## config.mk

```make
export PLATFORM = sky130hd
export DESIGN_NAME = chord_key_input_qualifier_core_flat
export DESIGN_NICKNAME = d
export VERILOG_FILES = /design/src/hdl/ckq_pkg.sv /design/src/hdl/ckq_in_if.sv /design/src/hdl/ckq_table.sv /design/src/hdl/ckq_ctrl.sv /design/src/hdl/chord_key_input_qualifier_core.sv /design/src/flat_wrapper.sv
export SDC_FILE = /design/constraint.sdc
export NUM_CORES = 1
export LEC_CHECK = 0
export ABC_AREA = 0
export BUFFER_PORTS_ARGS = -buffer_cell sky130_fd_sc_hd__buf_4
export CORE_ASPECT_RATIO = 1.5
export CORE_MARGIN = 2
export CORE_UTILIZATION = 30
export DETAILED_ROUTE_END_ITERATION = 8
export GPL_TIMING_DRIVEN = 1
export PLACE_DENSITY_LB_ADDON = 0.15
export SETUP_SLACK_MARGIN = 0.02
export SLEW_MARGIN = 20
export SYNTH_ARGS = -nofsm -noshare
export SYNTH_HDL_FRONTEND = slang
export SYNTH_HIERARCHICAL = 1
export SYNTH_SLANG_ARGS = --single-unit
```

## constraint.sdc

```tcl
create_clock -name clk -period 13.3 [get_ports clk]
set_clock_uncertainty 0.2 [all_clocks]
set_input_delay 0.665 -clock clk [delete_from_list [all_inputs] [get_ports clk]]
set_output_delay 0.665 -clock clk [all_outputs]
set_load 0.1 [all_outputs]
```

## src/hdl/ckq_pkg.sv

```systemverilog
// ckq_pkg: shared types and constants of the chord key input qualifier
// no dependencies
`timescale 1ns / 1ps

package ckq_pkg;

  // widths fixed by the word format
  localparam int CHORD_W        = 5;
  localparam int SET_W          = 2;
  localparam int INDEX_W        = 7;
  localparam int CHAR_W         = 8;
  localparam int COUNT_W        = 16;
  localparam int MODE_W         = 2;
  localparam int CHORDS_PER_SET = 32;

  // configuration port
  localparam int CFG_IDX_W  = 8;
  localparam int CFG_DATA_W = 16;

  typedef enum logic [CFG_IDX_W-1:0] {
    CFG_STAB_TIME    = 8'd0,
    CFG_QUALIFY_MODE = 8'd1
  } cfg_idx_t;

  typedef enum logic {
    OP_TICK  = 1'b0,
    OP_WRITE = 1'b1
  } op_t;

  // qualify mode bits
  localparam int MODE_IGNORE_RELEASE = 0;
  localparam int MODE_RESTART        = 1;

  localparam logic [COUNT_W-1:0] COUNT_MAX  = '1;
  localparam logic [COUNT_W-1:0] STAB_RESET = 16'd50;

  // configuration write towards the qualifier
  typedef struct packed {
    logic                  we;
    logic [CFG_IDX_W-1:0]  idx;
    logic [CFG_DATA_W-1:0] data;
  } cfg_wr_t;

  // settle event from the qualifier
  typedef struct packed {
    logic               emit;
    logic [CHORD_W-1:0] chord;
  } settle_t;

endpackage

```

## src/hdl/ckq_in_if.sv

```systemverilog
// ckq_in_if, ckq_out_if, ckq_cfg_if: valid/ready channels of the qualifier
// depends on ckq_pkg
`timescale 1ns / 1ps

interface ckq_in_if import ckq_pkg::*; ();
  logic               valid;
  logic               ready;
  logic               operation;
  logic [CHORD_W-1:0] fingers;
  logic [SET_W-1:0]   char_set;
  logic [INDEX_W-1:0] table_index;
  logic [CHAR_W-1:0]  table_char;

  modport source (output valid, operation, fingers, char_set, table_index, table_char,
                  input ready);
  modport sink   (input valid, operation, fingers, char_set, table_index, table_char,
                  output ready);
endinterface

interface ckq_out_if import ckq_pkg::*; ();
  logic              valid;
  logic              ready;
  logic [CHAR_W-1:0] character;

  modport source (output valid, character, input ready);
  modport sink   (input valid, character, output ready);
endinterface

interface ckq_cfg_if import ckq_pkg::*; ();
  logic                  valid;
  logic                  ready;
  logic [CFG_IDX_W-1:0]  index;
  logic [CFG_DATA_W-1:0] data;

  modport source (output valid, index, data, input ready);
  modport sink   (input valid, index, data, output ready);
endinterface

```

## src/hdl/ckq_table.sv

```systemverilog
// ckq_table: character table, one write and one registered read port
// per-entry valid bits give the cleared reset contents; depends on ckq_pkg
`timescale 1ns / 1ps

module ckq_table import ckq_pkg::*; #(
  parameter int DEPTH = 128,
  parameter int AW    = 7
) (
  input  logic              clk,
  input  logic              rst_n,
  input  logic              wr_en,
  input  logic [AW-1:0]     wr_addr,
  input  logic [CHAR_W-1:0] wr_data,
  input  logic              rd_en,
  input  logic [AW-1:0]     rd_addr,
  output logic [CHAR_W-1:0] rd_data
);

  logic [CHAR_W-1:0] mem [DEPTH];
  logic [DEPTH-1:0]  vld_r;
  logic [CHAR_W-1:0] q_r;
  logic              q_vld_r;

  // storage and read register
  always_ff @(posedge clk) begin
    if (wr_en) begin
      mem[wr_addr] <= wr_data;
    end
    if (rd_en) begin
      q_r <= mem[rd_addr];
    end
  end

  // valid bits, cleared at reset
  always_ff @(posedge clk) begin
    if (!rst_n) begin
      vld_r   <= '0;
      q_vld_r <= 1'b0;
    end else begin
      if (wr_en) begin
        vld_r[wr_addr] <= 1'b1;
      end
      if (rd_en) begin
        q_vld_r <= vld_r[rd_addr];
      end
    end
  end

  // entry never written reads as zero
  assign rd_data = q_vld_r ? q_r : '0;

endmodule

```

## src/hdl/ckq_ctrl.sv

```systemverilog
// ckq_ctrl: chord qualifier, configuration registers, wait counter, last chord
// depends on ckq_pkg
`timescale 1ns / 1ps

module ckq_ctrl import ckq_pkg::*; (
  input  logic               clk,
  input  logic               rst_n,
  input  cfg_wr_t            cfg_wr,
  input  logic               tick,
  input  logic [CHORD_W-1:0] fingers,
  output settle_t            settle
);

  logic [COUNT_W-1:0] stab_r;
  logic [MODE_W-1:0]  mode_r;
  logic [CHORD_W-1:0] last_r, last_nxt;
  logic               wait_r, wait_nxt;
  logic [COUNT_W-1:0] cnt_r, cnt_nxt;
  logic [COUNT_W-1:0] cnt_inc;
  logic               restart;

  assign restart = mode_r[MODE_RESTART];
  assign cnt_inc = (cnt_r == COUNT_MAX) ? cnt_r : cnt_r + 1'b1;

  // configuration registers
  always_ff @(posedge clk) begin
    if (!rst_n) begin
      stab_r <= STAB_RESET;
      mode_r <= '0;
    end else if (cfg_wr.we) begin
      if (cfg_wr.idx == CFG_STAB_TIME) begin
        stab_r <= cfg_wr.data;
      end else if (cfg_wr.idx == CFG_QUALIFY_MODE) begin
        mode_r <= cfg_wr.data[MODE_W-1:0];
      end
    end
  end

  // qualifier decision for one tick
  always_comb begin
    last_nxt     = last_r;
    wait_nxt     = wait_r;
    cnt_nxt      = cnt_r;
    settle.emit  = 1'b0;
    settle.chord = fingers;
    if (wait_r) begin
      if (restart) begin
        if (fingers != last_r) begin
          last_nxt = fingers;
          cnt_nxt  = '0;
        end else begin
          cnt_nxt = cnt_inc;
        end
        if (cnt_nxt >= stab_r) begin
          wait_nxt     = 1'b0;
          settle.chord = last_nxt;
          settle.emit  = (last_nxt != '0);
        end
      end else begin
        cnt_nxt = cnt_inc;
        if (cnt_nxt >= stab_r) begin
          last_nxt    = fingers;
          wait_nxt    = 1'b0;
          settle.emit = (fingers != '0);
        end
      end
    end else if (fingers != last_r) begin
      priority if (fingers == '0) begin
        last_nxt = '0;
      end else if (mode_r[MODE_IGNORE_RELEASE] && (fingers < last_r)) begin
        last_nxt = fingers;
      end else begin
        cnt_nxt = '0;
        priority if (restart) begin
          last_nxt = fingers;
          wait_nxt = 1'b1;
        end else if (stab_r == '0) begin
          last_nxt    = fingers;
          settle.emit = 1'b1;
        end else begin
          wait_nxt = 1'b1;
        end
      end
    end
    if (!tick) begin
      settle.emit = 1'b0;
    end
  end

  // qualifier state
  always_ff @(posedge clk) begin
    if (!rst_n) begin
      last_r <= '0;
      wait_r <= 1'b0;
      cnt_r  <= '0;
    end else if (tick) begin
      last_r <= last_nxt;
      wait_r <= wait_nxt;
      cnt_r  <= cnt_nxt;
    end
  end

endmodule

```

## src/hdl/chord_key_input_qualifier_core.sv

```systemverilog
// chord_key_input_qualifier_core: top level, table lookup and output stages
// depends on ckq_pkg, the channel interfaces, ckq_ctrl and ckq_table
`timescale 1ns / 1ps

//  channel | modport | word
//  in_ch   | sink    | operation, fingers, char_set, table_index, table_char
//  out_ch  | source  | character
//  cfg_ch  | sink    | index, data (always ready)
//
//  One input word per cycle while in_ch is not stalled; a settled chord passes
//  through the registered table read and then the output register to out_ch.
//  Reset clears the qualifier state and the table valid bits and loads the
//  reset configuration at once, so no clearing pass is needed.
//  in_ch stalls only when a looked-up word sits in the read stage and the output
//  register is full and not taken.

module chord_key_input_qualifier_core import ckq_pkg::*; #(
  parameter int NUM_CHAR_SETS = 4
) (
  input  logic clk,
  input  logic rst_n,
  ckq_in_if.sink    in_ch,
  ckq_out_if.source out_ch,
  ckq_cfg_if.sink   cfg_ch
);

  localparam int DEPTH = NUM_CHAR_SETS * CHORDS_PER_SET;
  localparam int AW    = $clog2(DEPTH);

  cfg_wr_t           cfg_wr;
  settle_t           settle;
  logic              in_acc;
  logic              tick;
  logic              wr_en;
  logic              rd_en;
  logic              set_ok;
  logic [31:0]       rd_addr_full;
  logic [CHAR_W-1:0] rd_data;
  logic              s1_valid_r;
  logic              s1_absent_r;
  logic              s1_move;
  logic              out_valid_r;
  logic [CHAR_W-1:0] out_char_r;

  // configuration port
  assign cfg_ch.ready = 1'b1;
  assign cfg_wr.we    = cfg_ch.valid;
  assign cfg_wr.idx   = cfg_ch.index;
  assign cfg_wr.data  = cfg_ch.data;

  // input handshake
  assign s1_move     = !out_valid_r || out_ch.ready;
  assign in_ch.ready = !s1_valid_r || s1_move;
  assign in_acc      = in_ch.valid && in_ch.ready;
  assign tick        = in_acc && (in_ch.operation == OP_TICK);

  ckq_ctrl u_ctrl (
    .clk     (clk),
    .rst_n   (rst_n),
    .cfg_wr  (cfg_wr),
    .tick    (tick),
    .fingers (in_ch.fingers),
    .settle  (settle)
  );

  // table addressing
  assign wr_en = in_acc && (in_ch.operation == OP_WRITE) &&
                 (int'(in_ch.table_index[INDEX_W-1:CHORD_W]) < NUM_CHAR_SETS);
  assign set_ok       = int'(in_ch.char_set) < NUM_CHAR_SETS;
  assign rd_addr_full = 32'(in_ch.char_set) * CHORDS_PER_SET + 32'(settle.chord);
  assign rd_en        = settle.emit;

  ckq_table #(
    .DEPTH (DEPTH),
    .AW    (AW)
  ) u_table (
    .clk     (clk),
    .rst_n   (rst_n),
    .wr_en   (wr_en),
    .wr_addr (AW'(in_ch.table_index)),
    .wr_data (in_ch.table_char),
    .rd_en   (rd_en),
    .rd_addr (rd_addr_full[AW-1:0]),
    .rd_data (rd_data)
  );

  // read stage
  always_ff @(posedge clk) begin
    if (!rst_n) begin
      s1_valid_r <= 1'b0;
    end else if (rd_en) begin
      s1_valid_r <= 1'b1;
    end else if (s1_move) begin
      s1_valid_r <= 1'b0;
    end
  end

  always_ff @(posedge clk) begin
    if (rd_en) begin
      s1_absent_r <= !set_ok;
    end
  end

  // output register
  always_ff @(posedge clk) begin
    if (!rst_n) begin
      out_valid_r <= 1'b0;
    end else if (s1_move) begin
      out_valid_r <= s1_valid_r;
    end
  end

  always_ff @(posedge clk) begin
    if (s1_move && s1_valid_r) begin
      out_char_r <= s1_absent_r ? '0 : rd_data;
    end
  end

  assign out_ch.valid     = out_valid_r;
  assign out_ch.character = out_char_r;

`ifndef SYNTHESIS
  // a looked-up word that cannot move stays in the read stage
  a_s1_hold: assert property (@(posedge clk) disable iff (!rst_n)
    s1_valid_r && !s1_move |=> s1_valid_r)
    else $error("read stage word lost");

  // a lookup is only started when the read stage is free or draining
  a_rd_room: assert property (@(posedge clk) disable iff (!rst_n)
    rd_en |-> (!s1_valid_r || s1_move))
    else $error("table read overwrote a pending word");

  // a word leaving the read stage lands in the output register
  a_s1_to_out: assert property (@(posedge clk) disable iff (!rst_n)
    s1_valid_r && s1_move |=> out_valid_r)
    else $error("word dropped between read stage and output");
`endif

endmodule
```

## src/flat_wrapper.sv

```systemverilog
// flat-port wrapper written by rule: the top's interface ports become plain ports
module chord_key_input_qualifier_core_flat import ckq_pkg::*;
#(
  parameter int NUM_CHAR_SETS = 4
)
  (clk, rst_n, in_ch_valid, in_ch_operation, in_ch_fingers, in_ch_char_set, in_ch_table_index, in_ch_table_char, in_ch_ready, out_ch_valid, out_ch_character, out_ch_ready, cfg_ch_valid, cfg_ch_index, cfg_ch_data, cfg_ch_ready);
  ckq_in_if in_ch_i ();
  ckq_out_if out_ch_i ();
  ckq_cfg_if cfg_ch_i ();
  input  logic clk;
  input  logic rst_n;
  input wire logic [$bits(in_ch_i.valid)-1:0] in_ch_valid;
  input wire logic [$bits(in_ch_i.operation)-1:0] in_ch_operation;
  input wire logic [$bits(in_ch_i.fingers)-1:0] in_ch_fingers;
  input wire logic [$bits(in_ch_i.char_set)-1:0] in_ch_char_set;
  input wire logic [$bits(in_ch_i.table_index)-1:0] in_ch_table_index;
  input wire logic [$bits(in_ch_i.table_char)-1:0] in_ch_table_char;
  output wire logic [$bits(in_ch_i.ready)-1:0] in_ch_ready;
  output wire logic [$bits(out_ch_i.valid)-1:0] out_ch_valid;
  output wire logic [$bits(out_ch_i.character)-1:0] out_ch_character;
  input wire logic [$bits(out_ch_i.ready)-1:0] out_ch_ready;
  input wire logic [$bits(cfg_ch_i.valid)-1:0] cfg_ch_valid;
  input wire logic [$bits(cfg_ch_i.index)-1:0] cfg_ch_index;
  input wire logic [$bits(cfg_ch_i.data)-1:0] cfg_ch_data;
  output wire logic [$bits(cfg_ch_i.ready)-1:0] cfg_ch_ready;
  assign in_ch_i.valid = in_ch_valid;
  assign in_ch_i.operation = in_ch_operation;
  assign in_ch_i.fingers = in_ch_fingers;
  assign in_ch_i.char_set = in_ch_char_set;
  assign in_ch_i.table_index = in_ch_table_index;
  assign in_ch_i.table_char = in_ch_table_char;
  assign in_ch_ready = in_ch_i.ready;
  assign out_ch_valid = out_ch_i.valid;
  assign out_ch_character = out_ch_i.character;
  assign out_ch_i.ready = out_ch_ready;
  assign cfg_ch_i.valid = cfg_ch_valid;
  assign cfg_ch_i.index = cfg_ch_index;
  assign cfg_ch_i.data = cfg_ch_data;
  assign cfg_ch_ready = cfg_ch_i.ready;
  chord_key_input_qualifier_core #(.NUM_CHAR_SETS(NUM_CHAR_SETS)) u_core (.clk(clk), .rst_n(rst_n), .in_ch(in_ch_i), .out_ch(out_ch_i), .cfg_ch(cfg_ch_i));
endmodule
```

==> impl_metrics.yaml, run 1 <==
outcome:
  outcome: "finished, final reports clean"
route:
  routed_wirelength_um: 135000
  route.vias.total: 24000
  first_pass_iters: 5
  drtAntennaViolNets: 0
  drt_iter0_drc: 1769
  wl_per_cell_um: 28.5
  drc: 0
  route.detailed.vias_per_inst: 5.05
grt:
  total_grt_overflow: 0
  grt_max_degree: 105
  grt_pass1_vias: 25300
  antenna_violations_before_repair: 11
  grt_pass1_wl_um: 192000
  grtUsageTotal: 0.166
critical_path:
  worst_setup_path_start_kind: "register"
  slowest_delay_ns: 0.82
  timing.critical_path.max_delay_family: "multiplexers"
  setup.worst_path.class: "reg -> reg"
  critical-path-top-cell-by-count: "mux4_2"
  required_time_of_the_critical_path_ns: 13.57
  worst_path_cell_chain: "ha_1, nand4_2, nor4_4, nand4b_1, xnor2_1, and2_1, ha_1, a21o_1, a211oi_1, nor2_1, or3_1, a21oi_1, nand4b_1, mux2_8, buf_4, mux4_2, mux4_2, mux4_2, mux2_2"
  timing.critical_path.arrival_ns: 8.71
  worstPathMaxFanout: 67
  worstPathBufferInverterCount: 1
  critical-path-slowest-cell: "buf_4"
  element_type_at_the_critical_path_end: "register"
floorplanning:
  ioPinCount: 63
  fp.coreArea_mm2: 0.159
  floorplan.initialDensity: 0.302
  fp.dieArea_mm2: 0.163
  die_x_um: 330
  placementRows: 179
  die-height_um: 494
yosys:
  yosysUniqueCellTypes: 63
  syn_area_per_cell_um2: 19.8
  yosys_most_used_dff: "edfxtp_1"
  synth.yosys.warnings: 6
  synth-xor-area-share: 0.00237
  number_of_storage_elements_in_the_synthesis_netlist: 1211
  syn_nets: 2510
  synthesis.instances: 2421
  synth_top_family_by_area: "multiplexers"
  yosysTopAreaCell: "edfxtp_1"
  synth_enable_flop_cells: 1040
  share_of_cell_area_taken_by_muxes_after_synthesis: 0.180
  top_cells_by_area_synth: "edfxtp_1 (65%), mux4_2 (17%), dfxtp_1 (7.1%)"
  yosys.area_share.adder: 0.00965
  async_reset_ff_frac: 0
  sequential_fraction_of_the_synthesis_area: 0.722
  synthesis.area_mm2: 0.0480
  synthSimpleGateAreaFrac: 0.0346
  synth_compound_area_frac: 0.0352
  synth_largest_type_area_fraction: 0.651
pwr:
  power_density_mw_per_mm2: 141
  power_frac_seq: 0.533
  netSwitchingFraction: 0.215
  total_power_uw: 7750
  p_switching_uw: 1670
  vdd_ir_drop_max_mv: 0.117
  pwr-share-clk: 0.416
  comb_power_share: 0.051
  cellInternalPower_uw: 6080
  power.leakage_uw: 0.0172
timing:
  maximum_achievable_frequency_mhz: 118
  relSlewSlack: 0.232
  finalSetupViolCount: 0
  finalCriticalPeriod_ns: 8.44
  finalCritPeriodShare: 0.635
  hold_violations: 0
  fin_worst_hold_slack_ns: 0.0616
  final.setup.tns_ns: 0
  grt_setup_unrepaired: "false"
  timing_max_transition_violations_final: 0
  worst_pin_slew_ns: 1.15
finish:
  drive_above_1_share: 0.278
  final_cell_mix: "edfxtp_1 (1040), mux4_2 (366), dfxtp_1 (171)"
  layout.filler_cells: 14800
  synthToLayoutAreaGrowth_pct: 14.8
  layout_commonest_cell: "edfxtp_1"
  nNetsFinal: 2652
  finalCoreUtilization: 0.347
hold_path:
  worstHoldPathType: "in -> reg"
clocking:
  cts_setup_buffers: 0
  cts.reportedPaths.clkPinSlew_ns: 0.06
  cts-buffers-inserted: 114
  clockRootBuffer: "clkbuf_16"
  clock-sinks: 1211
  level_count_of_the_clock_h_tree: 3
  cts_max_path_buffers: 3
  post_cts.resized_instances: 0
  tritoncts_clock_tree: "yes"
  clock_network_latency_to_the_later_pin_of_the_worst_skew_pair_ns: 0.72
placed_design:
  buffer_ports.inserted: 61
  detailedPlacementHpwl_um: 88000
  place_congestion: 0.794
flow_run:
  maxCapViolations: 0
[worst paths after layout]
kind | startpoint | endpoint | slack, ns | cells past startpoint
max | u_core/u_ctrl/cnt_r[0] | u_core/u_table/q_r[2] | 4.86 | 19
min reg2reg | u_core/u_table/vld_r[78] | u_core/u_table/vld_r[78] | 0.26 | 1
max reg2reg | u_core/u_ctrl/cnt_r[0] | u_core/u_table/q_r[2] | 4.86 | 19
min | in_ch_fingers[0] | u_core/u_ctrl/last_r[0] | 0.06 | 3
[cells by family (layout without fill, tap and decap cells)]
logic type	count (synthesis)	in the layout
fa+ha+maj	37	37
compound gates	239	239
mux	404	404
other cells	1	4
flops	1211	1211
xor+xnor	13	13
buf+inv	168	405
simple gates	348	348
[worst min-delay path, cell delays in order]
cell	delay (ns)
buf_4	0.13
nand3_1	0.07
a21oi_1	0.06
[state kept, by name, summed over array words and instances (netlist names), 2 cells and up]
| signal | flops |
|---|---|
| u_core/out_ch.character | 8 |
| u_core/u_ctrl/cnt_r | 16 |
| u_core/u_ctrl/mode_r | 2 |
| u_core/u_table/q_r | 8 |
| u_core/u_table/mem | 1024 |
| u_core/u_ctrl/last_r | 5 |
| u_core/u_table/vld_r | 128 |
| u_core/u_ctrl/stab_r | 16 |
[power groups by stage]
stage | Sequential [µW] | Clock (µW) | Combinational [µW]
2_1_floorplan | 4210 | 0 | 212
3_3_place_gp | 4210 | 0 | 393
3_5_place_dp | 4210 | 0 | 400
4_1_cts | 4130 | 3320 | 405
5_1_grt | 4130 | 3450 | 418
6_report | 4130 | 3220 | 393
[repair_timing]
action / 4_1_cts / 5_1_grt
hold buffers: 19 / 0
setup endpoints to repair: 0 / 0
hold endpoints to repair: 21 / 0
[layer usage]
layer | track usage | vias up | wire, µm
met5 | 0 | - | 31
met4 | 0.0542 | 4 | 3650
met3 | 0.0231 | 177 | 5120
met2 | 0.307 | 597 | 73900
met1 | 0.196 | 13000 | 52500
li1 | - | 10200 | -
[synthesized netlist by cell type, types with 21 or more instances]
| cell | number |
|---|---|
| edfxtp_1 | 1040 |
| mux4_2 | 366 |
| nor2_1 | 186 |
| dfxtp_1 | 171 |
| o21a_1 | 133 |
| clkbuf_1 | 75 |
| ha_1 | 37 |
| nand2_1 | 35 |
| inv_1 | 33 |
| buf_2 | 30 |
| nand3_1 | 29 |
| and2_1 | 27 |
| a21oi_1 | 25 |
| o21ai_0 | 23 |
| mux2i_1 | 21 |
[through the flow]
step	instances	worst slack [ns]	instance area (µm²)
after floorplan	2421	6.99	48000
after global placement	4506	4.53	51100
after detailed placement	4508	4.74	51200
after CTS	4738	4.76	55000
after global routing	4741	4.34	55100
final	4742	4.86	55100
[cell type report]
type                            count  area (µm²)  area share
Sequential cell                  1211       34700       0.629
Multi-Input combinational cell   1042       12700       0.231
Clock buffer                      156        3130      0.0569
Tap cell                         2081        2600      0.0473
Timing Repair Buffer              158        1280      0.0233
Clock inverter                     55         528     0.00959
Inverter                           36         138     0.00250
Antenna cell                        3        7.51    0.000136
Power figures use the tool's default switching activity.
==> run 2, diff against run 1 <==
- ABC_AREA: 0 -> 1
- clock period: 13.3 -> 6.9 ns (I/O delays scaled with it)
==> run 2 against run 1 <==
Against the previous run: final cell count up 46%; power is 100% higher; clock power increased by 110%; first-iteration DRC count rose by 56%; clock-buffer cell count up 6; final area grew 4.1%; sequential power rose by 93%; global-route usage increased by 1.8 points; combinational power rose to 2.6 times the previous value; worst hold slack improved by 0.037 ns; maximum frequency is 37% higher; critical endpoint is now u_core/u_table/q_r[4]; largest cell class unchanged.
==> impl_metrics.yaml, run 2 <==
finish:
  synthToLayoutAreaGrowth_pct: 15.0
  nNetsFinal: 4681
  layout.filler_cells: 16700
  multi_input_comb_area_mm2: 0.0134
  layout_top_registers: "u_core/u_table/mem (1024), u_core/u_table/vld_r (128)"
  largest_reg_flops: 1024
  register_area_mm2: 0.0347
  layout_commonest_cell: "edfxtp_1"
  fin_area_mm2: 0.0573
  final_cell_mix: "edfxtp_1 (1040), nor2_1 (965), nand2_1 (689)"
  drive_above_1_share: 0.0786
  largest-register: "u_core/u_table/mem"
critical_path:
  critical-path-slowest-cell: "buf_4"
  regToRegSetupSlack_ns: 0.72
  worst_r2r_startpoint: "u_core/u_ctrl/cnt_r[0]"
  critical-path-top-cell-by-count: "nand2_1"
  timing.critical_path.arrival_ns: 6.60
  slowest_delay_ns: 0.73
  r2r.worst_path.cells: 30
  worstPathMaxFanout: 78
  setup.worst_path.class: "reg -> reg"
  reg2reg_to: "u_core/u_table/q_r[4]"
  worst_setup_path_start_kind: "register"
  required_time_of_the_critical_path_ns: 7.32
  element_type_at_the_critical_path_end: "register"
timing:
  maximum_achievable_frequency_mhz: 162
  finalSetupViolCount: 0
  finalCriticalPeriod_ns: 6.18
  worst_pin_slew_ns: 1.15
  relSlewSlack: 0.233
  postLayoutSetupSlackWorst_ns: 0.716
  finalCritPeriodShare: 0.896
  grt_setup_unrepaired: "false"
  timing_max_transition_violations_final: 0
  hold_violations: 0
  final.setup.tns_ns: 0
floorplanning:
  die_x_um: 337
  ioPinCount: 63
  fp.coreArea_mm2: 0.165
  fp.dieArea_mm2: 0.169
  die-height_um: 503
  floorplan.initialDensity: 0.301
  placementRows: 183
yosys:
  yosys_most_used_dff: "edfxtp_1"
  syn_area_per_cell_um2: 11.0
  synthesis.area_mm2: 0.0498
  top_cells_by_area_synth: "edfxtp_1 (63%), nor2_1 (7.3%), dfxtp_1 (6.9%)"
  synth_enable_flop_cells: 1040
  number_of_storage_elements_in_the_synthesis_netlist: 1211
  synthesis.instances: 4550
  post_synth_most_frequent_cells: "edfxtp_1 (1040), nor2_1 (970), nand2_1 (689), o21ai_0 (527), nand3_1 (294)"
  yosysTopAreaCell: "edfxtp_1"
  yosysUniqueCellTypes: 46
  sequential_fraction_of_the_synthesis_area: 0.695
  async_reset_ff_frac: 0
  synth_largest_type_area_fraction: 0.627
  synth.most_common_cell: "edfxtp_1"
  synth.yosys.warnings: 6
  syn_nets: 4639
clocking:
  tritoncts_clock_tree: "yes"
  cts_max_path_buffers: 3
  cts_stage_hold_buffer_count: 52
  cts_setup_buffers: 0
  cts-buffers-inserted: 116
  level_count_of_the_clock_h_tree: 3
  post_cts.resized_instances: 0
  clock_network_latency_to_the_later_pin_of_the_worst_skew_pair_ns: 0.74
  clock-sinks: 1211
  cts.reportedPaths.clkPinSlew_ns: 0.07
  clockRootBuffer: "clkbuf_16"
flow_run:
  maxCapViolations: 0
grt:
  grt_pass1_wl_um: 229000
  grtUsageTotal: 0.184
  total_grt_overflow: 0
  grt_max_degree: 129
  grt_pass1_vias: 33500
  antenna_violations_before_repair: 3
placed_design:
  buffer_ports.inserted: 61
  place_congestion: 0.814
  place_ws_ns: 0.673
  detailedPlacementHpwl_um: 94700
  dpl_cell_area_mm2: 0.0528
hold_path:
  hold_path_depth: 4
  min_to: "u_core/u_table/mem[99][1]"
  hold_start: "in_ch_table_index[2]"
  worstHoldPathType: "in -> reg"
route:
  drtAntennaViolNets: 0
  wl_per_cell_um: 22.9
  routed_wirelength_um: 159000
  route.vias.total: 34200
  drt_iter0_drc: 2766
  drc: 0
  first_pass_iters: 5
  route.detailed.vias_per_inst: 4.94
pwr:
  total_power_uw: 15600
  vdd_ir_drop_max_mv: 0.214
  power.leakage_uw: 0.0193
  power_density_mw_per_mm2: 273
outcome:
  outcome: "finished, final reports clean"
-- run 2: cell types whose count changed after synthesis, moves of 44 or more --
cell and delta:
buf_2 +63, clkbuf_1 +44, inv_1 +97, mux4_2 -366
nand2_1 +654, nand3_1 +265, nor2_1 +784, o21a_1 -132
o21ai_0 +504, o22ai_1 +256
-- run 2: logic make-up (layout without fill, tap and decap cells) --
logic type	count (synthesis)	after routing	share of synthesized area
AND/OR/NAND/NOR	1998	1998	0.161
flip-flops	1211	1211	0.695
AO/OA/AOI/OAI	874	874	0.0954
buffers and inverters	421	565	0.0373
adder cells (fa/ha/maj)	37	37	0.00929
XOR/XNOR	8	8	0.00171
other	1	3	0.0000752
-- run 2: worst max-delay path by stage --
stage | startpoint | to | cells after the start
final | u_core/u_ctrl/cnt_r[0] | u_core/u_table/q_r[4] | 30
after floorplan | in_ch_fingers[4] | u_core/u_table/q_r[0] | 34
after CTS | u_core/u_ctrl/cnt_r[0] | u_core/u_table/q_r[0] | 33
after global routing | u_core/u_ctrl/cnt_r[0] | u_core/u_table/q_r[4] | 34
after global placement | u_core/u_ctrl/cnt_r[0] | u_core/u_table/q_r[0] | 33
after detailed placement | u_core/u_ctrl/cnt_r[0] | u_core/u_table/q_r[0] | 33
-- run 2: final cells by class --
class / count / area share
Sequential cell: 1211 / 0.604
Multi-Input combinational cell: 2918 / 0.234
Clock buffer: 162 / 0.0568
Tap cell: 2220 / 0.0485
Timing Repair Buffer: 205 / 0.0344
Clock inverter: 58 / 0.0122
Inverter: 140 / 0.00976
Antenna cell: 2 / 0.0000873
-- run 2: worst max-delay path: cells and delay by family (launching register included) --
family	cells	cell delay [ns]
adder cells (fa/ha/maj)	2	0.51
XOR/XNOR	1	0.18
AO/OA/AOI/OAI	5	0.79
buffers and inverters	3	1.22
flip-flops	1	0.38
AND/OR/NAND/NOR	19	2.66
-- run 2: routing by layer --
layer | part of all wire | global-route usage | wire, µm | vias to the layer above
met2 | 0.52 | 0.332 | 82000 | 762
met5 | 0.00019 | 0 | 30 | -
met1 | 0.41 | 0.222 | 64300 | 17100
met3 | 0.039 | 0.0194 | 6150 | 220
li1 | - | - | - | 16100
met4 | 0.038 | 0.0758 | 6070 | 4
-- run 2: per-stage QoR --
stage	utilization	hold WS, ns	std cells
final	0.347	0.0985	6916
after global routing	0.347	0.110	6915
after CTS	0.347	0.0535	6914
after detailed placement	0.320	0.258	6642
after global placement	0.320	0.249	6642
after floorplan	-	0.240	4550
-- run 2: report_power, final --
group          total (µW)  switching [µW]  internal, µW
Sequential           7960            6.58          7960
Clock                6670            2850          3820
Combinational        1010             750           265
